===== src/hw/rtl/htlp_pkg.sv =====
// Shared types and codes for the linear-probe hash table core.
`timescale 1ns / 1ps

package htlp_pkg;

    // Golden-ratio fraction (sqrt(5)-1)/2 held to 64 bits; truncate from the top.
    localparam logic [63:0] GOLDEN_FRAC64 = 64'h9E37_79B9_7F4A_7C15;

    // Operation codes on i_action.
    localparam logic [1:0] ACT_PUT    = 2'd0;
    localparam logic [1:0] ACT_GET    = 2'd1;
    localparam logic [1:0] ACT_REMOVE = 2'd2;

    // Result status codes.
    localparam logic [1:0] STAT_DONE      = 2'd0;
    localparam logic [1:0] STAT_FULL      = 2'd1;
    localparam logic [1:0] STAT_NOT_FOUND = 2'd2;

    // Slot state codes.
    localparam logic [1:0] SLOT_EMPTY = 2'd0;
    localparam logic [1:0] SLOT_LIVE  = 2'd1;
    localparam logic [1:0] SLOT_TOMB  = 2'd2;

    typedef enum logic [1:0] {
        RES_PUT_OK,
        RES_FOUND,
        RES_FULL,
        RES_NOT_FOUND
    } t_result_sel;

    typedef struct packed {
        logic        load;
        logic        hash_mul;
        logic        hash_fold;
        logic        home;
        logic        issue;
        logic        advance;
        logic        clear;
        logic        write_live;
        logic        write_tomb;
        logic        used_inc;
        logic        used_dec;
        logic        result_en;
        t_result_sel result_sel;
    } t_dp_cmd;

    typedef struct packed {
        logic [1:0] action;
        logic       len_zero;
        logic       cnt_last;
        logic       full;
        logic       clear_last;
        logic       slot_empty;
        logic       slot_live;
        logic       key_match;
        logic       last_probe;
    } t_dp_stat;

endpackage


===== src/hw/rtl/htlp_ctrl.sv =====
// Controller: sequences clear pass, hashing, probing and result strobe.
`timescale 1ns / 1ps

module htlp_ctrl (
    input  logic                i_clk,
    input  logic                i_rst_n,
    input  logic                i_start,
    output logic                o_busy,
    output logic                o_done,
    output htlp_pkg::t_dp_cmd   o_cmd,
    input  htlp_pkg::t_dp_stat  i_stat
);
    import htlp_pkg::*;

    typedef enum logic [2:0] {
        S_CLEAR,
        S_IDLE,
        S_DISPATCH,
        S_MUL,
        S_FOLD,
        S_HOME,
        S_ISSUE,
        S_PROBE
    } t_state;

    t_state r_state, n_state;
    logic   r_done, n_done;

    always_comb begin
        n_state = r_state;
        n_done  = 1'b0;
        o_cmd   = '0;
        unique case (r_state)
            S_CLEAR: begin
                o_cmd.clear = 1'b1;
                if (i_stat.clear_last) begin
                    n_state = S_IDLE;
                end
            end
            S_IDLE: begin
                if (i_start) begin
                    o_cmd.load = 1'b1;
                    n_state    = S_DISPATCH;
                end
            end
            S_DISPATCH: begin
                unique case (i_stat.action) inside
                    ACT_PUT, ACT_GET, ACT_REMOVE: begin
                        if ((i_stat.action == ACT_PUT) && i_stat.full) begin
                            o_cmd.result_en  = 1'b1;
                            o_cmd.result_sel = RES_FULL;
                            n_done           = 1'b1;
                            n_state          = S_IDLE;
                        end else if (i_stat.len_zero) begin
                            n_state = S_HOME;
                        end else begin
                            n_state = S_MUL;
                        end
                    end
                    default: begin
                        o_cmd.result_en  = 1'b1;
                        o_cmd.result_sel = RES_NOT_FOUND;
                        n_done           = 1'b1;
                        n_state          = S_IDLE;
                    end
                endcase
            end
            S_MUL: begin
                o_cmd.hash_mul = 1'b1;
                n_state        = S_FOLD;
            end
            S_FOLD: begin
                o_cmd.hash_fold = 1'b1;
                n_state         = i_stat.cnt_last ? S_HOME : S_MUL;
            end
            S_HOME: begin
                o_cmd.home = 1'b1;
                n_state    = S_ISSUE;
            end
            S_ISSUE: begin
                o_cmd.issue = 1'b1;
                n_state     = S_PROBE;
            end
            S_PROBE: begin
                if (i_stat.action == ACT_PUT) begin
                    if (!i_stat.slot_live) begin
                        o_cmd.write_live = 1'b1;
                        o_cmd.used_inc   = 1'b1;
                        o_cmd.result_en  = 1'b1;
                        o_cmd.result_sel = RES_PUT_OK;
                        n_done           = 1'b1;
                        n_state          = S_IDLE;
                    end else if (i_stat.last_probe) begin
                        o_cmd.result_en  = 1'b1;
                        o_cmd.result_sel = RES_FULL;
                        n_done           = 1'b1;
                        n_state          = S_IDLE;
                    end else begin
                        o_cmd.advance = 1'b1;
                    end
                end else begin
                    if (i_stat.slot_empty) begin
                        o_cmd.result_en  = 1'b1;
                        o_cmd.result_sel = RES_NOT_FOUND;
                        n_done           = 1'b1;
                        n_state          = S_IDLE;
                    end else if (i_stat.slot_live && i_stat.key_match) begin
                        o_cmd.result_en  = 1'b1;
                        o_cmd.result_sel = RES_FOUND;
                        o_cmd.write_tomb = (i_stat.action == ACT_REMOVE);
                        o_cmd.used_dec   = (i_stat.action == ACT_REMOVE);
                        n_done           = 1'b1;
                        n_state          = S_IDLE;
                    end else if (i_stat.last_probe) begin
                        o_cmd.result_en  = 1'b1;
                        o_cmd.result_sel = RES_NOT_FOUND;
                        n_done           = 1'b1;
                        n_state          = S_IDLE;
                    end else begin
                        o_cmd.advance = 1'b1;
                    end
                end
            end
            default: begin
                n_state = S_IDLE;
            end
        endcase
    end

    always_ff @(posedge i_clk) begin
        if (!i_rst_n) begin
            r_state <= S_CLEAR;
            r_done  <= 1'b0;
        end else begin
            r_state <= n_state;
            r_done  <= n_done;
        end
    end

    assign o_busy = (r_state != S_IDLE);
    assign o_done = r_done;

endmodule


===== config.mk =====
export PLATFORM = sky130hd
export DESIGN_NAME = htlp_ctrl
export DESIGN_NICKNAME = d
export VERILOG_FILES = /design/src/hw/rtl/htlp_pkg.sv /design/src/hw/rtl/htlp_ctrl.sv
export SDC_FILE = /design/constraint.sdc
export NUM_CORES = 1
export LEC_CHECK = 0
export BUFFER_PORTS_ARGS = -buffer_cell sky130_fd_sc_hd__buf_2
export CORE_AREA = 2 2 39 41
export CTS_CLUSTER_DIAMETER = 80
export DETAILED_ROUTE_END_ITERATION = 8
export DIE_AREA = 0 0 41 43
export GPL_TIMING_DRIVEN = 0
export PLACE_DENSITY = 0.73
export SYNTH_ARGS = -nofsm -noshare
export SYNTH_HDL_FRONTEND = slang
export SYNTH_SLANG_ARGS = --single-unit

===== constraint.sdc =====
create_clock -name i_clk -period 1.73 [get_ports i_clk]
set_input_delay 0.173 -clock i_clk [delete_from_list [all_inputs] [get_ports i_clk]]
set_output_delay 0.173 -clock i_clk [all_outputs]
set_load 0.02 [all_outputs]

Word-level counts from Yosys, hierarchy flattened
Index checks and enable logic that the tools add are counted.
{ "op_classes": {"n_eq_ne": 12, "n_mux": 48, "reduce_logical": 6} }
{ "ops": {"columns": ["op", "n"], "rows": [
  ["$mux W3", 19],
  ["$mux W1", 25],
  ["$pmux W3 S8", 1],
  ["$eq A3 B3 Y1 const B", 4],
  ["$eq A3 B2 Y1 const B", 2],
  ["$pmux W3 S2", 1],
  ["$mux W4", 1],
  ["$ne A2 B2 Y1 const B", 2],
  ["$eq A3 B1 Y1 const B", 1],
  ["$logic_not A3 Y1", 1],
  ["$ne A3 B1 Y1 const B", 1],
  ["$reduce_or A3 Y1", 1],
  ["$eq A2 B1 Y1 const B", 1],
  ["$eq A2 B2 Y1 const B", 1],
  ["$logic_and A1 B1 Y1", 2],
  ["$logic_not A2 Y1", 1],
  ["$pmux W1 S2", 1],
  ["$reduce_and A2 Y1", 1]
]} }
{ "word_totals": {"register_bits": 4, "in_bits": 13, "out_inout_bits": 16, "word_cells": 68} }

Logic depth before layout (Yosys ltp)
{ "logic_depth": {"word_depth": 5, "depth_mapped": 5, "ltp_nobuf": 4} }

Least setup slack after synthesis
No wires, ideal clock.
{ "synth_path": {"path_kind": "register -> output", "start": "reg r_state[0]", "end": "out o_cmd[5] (netlist bit)", "arrival_ns": 1.343, "t_required_ns": 1.557, "slack_ns": 0.214, "stages_incl_launch_ff": 5, "path_buffers": 2, "cell_sequence": "dfxtp_1 -> buf_6 -> nand3_4 -> nor4b_2 -> buf_4"} }
{ "synth_lines": {"columns": ["item", "line", "rtl"], "rows": [
  ["from (decl)", "htlp_ctrl.sv:26", "t_state r_state, n_state;"],
  ["from (signal assigned)", "htlp_ctrl.sv:135", "r_state <= n_state;"],
  ["to (decl)", "htlp_ctrl.sv:10", "output htlp_pkg::t_dp_cmd o_cmd,"]
]} }

==> flow_summary.rst <==
.. list-table::
   :header-rows: 1

   * - Metric
     - Value
   * - Critical register-to-register path startpoint
     - r_state[1]
   * - Level count of the clock H-tree
     - 1
   * - Max Root-Sink Buffers
     - 2
   * - Capturing element of the worst setup path
     - o_cmd[2]
   * - Worst slack after detailed placement
     - 0.162 ns
   * - Maximum frequency from static timing analysis
     - 616 MHz
   * - FF-to-FF End
     - r_state[2]
   * - Setup-failing EPs final
     - 0
   * - Gate Count Post-Synth
     - 63
   * - Maxcap violations
     - 0
   * - Crit path max-delay family
     - simple AND/OR/NAND/NOR gates
   * - Die Span Y
     - 43 um
   * - Endpoint class of the critical path
     - output port
   * - Synth Warn #
     - 0
   * - Buffer count from post-CTS setup fixing
     - 0
   * - Die span in x
     - 41 um
   * - Slew at the pin closest to its max-slew limit
     - 0.431 ns
   * - Clock insertion delay at the later pin of the skew report
     - 0.23 ns
   * - Register cell area after layout
     - 81.3 um^2
   * - Number of enable-type register cells in the synthesized netlist
     - 0
   * - Post-Synth Adder-Cell Area
     - 0%
   * - Placed cell count
     - 107
   * - Violation count after the first detailed-routing iteration
     - 5
   * - Worst slew margin relative to its limit
     - 71.2%
   * - Buffer and inverter count on the worst path
     - 3
   * - Vias per cell
     - 5.07
   * - Total number of vias
     - 558
   * - Ports placed on the boundary
     - 29
   * - Worst setup startpoint
     - r_state[0]
   * - GRT Util Overall
     - 13.7%
   * - Register bit total from synthesis
     - 4
   * - Area growth from synthesis to layout
     - 41.1%
   * - Reg2Reg Depth
     - 4
   * - Fraction of the mapped netlist area in simple logic gates
     - 44.0%
   * - Reg2reg setup slack
     - 0.44 ns
   * - Antenna violations before repair
     - 0
   * - Combinational family with the most area after synthesis
     - simple AND/OR/NAND/NOR gates
   * - Minimum setup slack in the final design
     - 0.107 ns
   * - Post-synth top flop
     - sky130_fd_sc_hd__dfxtp_1
   * - Clock-pin slew on the worst setup and hold paths
     - 0.04 ns
   * - Average cell area after synthesis
     - 7.45 um^2
   * - Data required time of the worst path
     - 1.56 ns
   * - Routed length per placed instance
     - 10.5 um
   * - RePlAce Congestion
     - 0.743
   * - Type of the worst min-delay path
     - input port to flop
   * - Maximum single-stage delay on the critical path
     - 0.31 ns
   * - Yosys cell types
     - 35
   * - Diode insertion count for antenna repair
     - 0
   * - CTS tree
     - done
   * - Final slew viol count
     - 0
   * - Final WL
     - 1150 um
   * - Critical path fanouts, max
     - 10
   * - Final-report hold violation count
     - 0
   * - CTS Root Buffer Type
     - sky130_fd_sc_hd__clkbuf_4
   * - Power per cell area
     - 478 nW/um^2
   * - Leakage dissipation
     - 0.000330 uW
   * - Highest ir drop seen on vdd
     - 324 uV
   * - Synthesized-area fraction occupied by ao, oa, aoi and oai cells
     - 27.5%
   * - Standard-cell rows
     - 14
   * - Clock buffer count from CTS
     - 3
   * - Type of element launching the critical path
     - flop
   * - Overflow after GRT
     - 0
   * - Half-perimeter wire length after detailed placement
     - 943 um
   * - Clock tree skew after final layout
     - 0.000714 ns
   * - Nets
     - 109
   * - Multiplexer area fraction after synthesis
     - 0%
   * - Number of input and output port buffers inserted
     - 28
   * - Post-route clock period utilization
     - 93.8%
   * - CTS sink cnt
     - 4
   * - Crit Path Category
     - flop to output port
   * - Largest net degree at the start of global routing
     - 11
   * - Number of nets produced by synthesis
     - 76
   * - Core box area
     - 1380 um^2
   * - Placed standard-cell area
     - 629 um^2
   * - Post-synthesis async set-or-reset flop share
     - 0%
   * - Critical path, cell by cell
     - buf_6, or2_4, o22ai_2, and2_1, buf_4, buf_2
   * - CP max-delay cell
     - sky130_fd_sc_hd__dfxtp_1
   * - Number of logic stages on the critical path including buffering
     - 6
   * - Fraction of final layout cells with drive strength greater than 1
     - 48.9%
   * - Post-Synthesis Cell Area
     - 469 um^2
   * - Number of filler instances in the final layout
     - 147
   * - Sequential-to-total area share from yosys stat
     - 17.1%
   * - First-pass GRT wire length
     - 1660 um
   * - Data arrival time of the critical path
     - 1.45 ns
   * - Xor and xnor area share after synthesis
     - 0%
   * - Total area of multi-input combinational cells
     - 344 um^2
   * - Residual DRC count
     - 0
   * - Number of iterations in the first detailed-routing pass
     - 4
   * - Total negative slack
     - 0 ns
   * - Outcome
     - finished, final reports clean
   * - Count of non-filler cells in the finished layout
     - 110
   * - Starting utilization of the core area
     - 33.9%
   * - Vias in the first global route
     - 412
   * - Shortest period the worst path allows
     - 1.62 ns
   * - Die Area
     - 1760 um^2
   * - RSZ-0062 raised after global routing
     - no
   * - Final Cell Area
     - 662 um^2
   * - Remaining antenna violation count
     - 0
## kinds of logic (layout without fill, tap and decap cells)
logic type             count (synthesis)  count (layout)
flip-flops                             4               4
buffers and inverters                  8              39
AND/OR/NAND/NOR                       34              34
AO/OA/AOI/OAI                         17              17
## cell type report
type,instances,area share [%]
plain buffers,6,6.99
clock buffers,3,3.40
inverters,2,1.13
multi-input cells,51,52.0
flip-flops and latches,4,12.3
well taps,16,3.02
repair buffers,28,21.2
## routing by layer
metal  up-vias  part of all wire, %  GRT usage, %
met3         4                  7.0          3.14
met1       242                   46          17.6
met4         0                  1.8          6.00
met2        22                   45          20.9
li1        290                    -             -
met5         -                    0             0
## cell usage in the layout, fill, tap and decap left out, types with 2 or more instances in the layout
master                     count
sky130_fd_sc_hd__buf_4         4
sky130_fd_sc_hd__a21oi_1       4
sky130_fd_sc_hd__buf_2        29
sky130_fd_sc_hd__inv_1         2
sky130_fd_sc_hd__nand2_1       3
sky130_fd_sc_hd__nor2_1       13
sky130_fd_sc_hd__nor3_1        2
sky130_fd_sc_hd__o21ai_0       2
sky130_fd_sc_hd__or2_4         2
sky130_fd_sc_hd__clkbuf_4      3
sky130_fd_sc_hd__dfxtp_1       3
## flip-flops by register name, summed over array words and instances (netlist names)
| register | cells |
|---|---|
| r_state | 3 |
| o_done | 1 |
## worst min-delay path by stage
stage,from,endpoint,slack (ns),cells past startpoint
3_3_place_gp,i_rst_n,o_done,0.44,2
5_1_grt,i_rst_n,o_done,0.21,2
2_1_floorplan,i_rst_n,r_state[0],0.32,2
4_1_cts,i_rst_n,o_done,0.19,2
3_5_place_dp,i_rst_n,o_done,0.43,2
6_report,i_rst_n,o_done,0.20,2
## cell usage after synthesis, types with 2 or more instances
cell                      number  area (um^2)
sky130_fd_sc_hd__o21ai_0       2         10.0
sky130_fd_sc_hd__dfxtp_1       4         80.1
sky130_fd_sc_hd__o22ai_1       2         12.5
sky130_fd_sc_hd__inv_1         2         7.51
sky130_fd_sc_hd__or2_1         2         12.5
sky130_fd_sc_hd__buf_4         4         30.0
sky130_fd_sc_hd__a21oi_1       4         20.0
sky130_fd_sc_hd__nor3_1        2         10.0
sky130_fd_sc_hd__nand2_1       3         11.3
sky130_fd_sc_hd__nor2_1       13         48.8
## per-stage QoR
step / utilization [%] / hold slack (ns) / power, uW
after global routing: 47.8 / 0.207 / 341
final: 47.8 / 0.199 / 316
after floorplan: - / 0.315 / 162
after CTS: 47.1 / 0.195 / 318
after global placement: 45.5 / 0.436 / 198
after detailed placement: 45.5 / 0.434 / 199
## power by group
group	switching, uW	internal [uW]
Sequential	3.35	96.2
Clock	37.0	77.5
Combinational	58.2	43.9
## repair_timing
action	4_1_cts	5_1_grt
endpoints found under the setup margin	0	1
hold buffers	0	0
resized for setup	0	3
No activity file was read; power rests on OpenSTA's default activity.
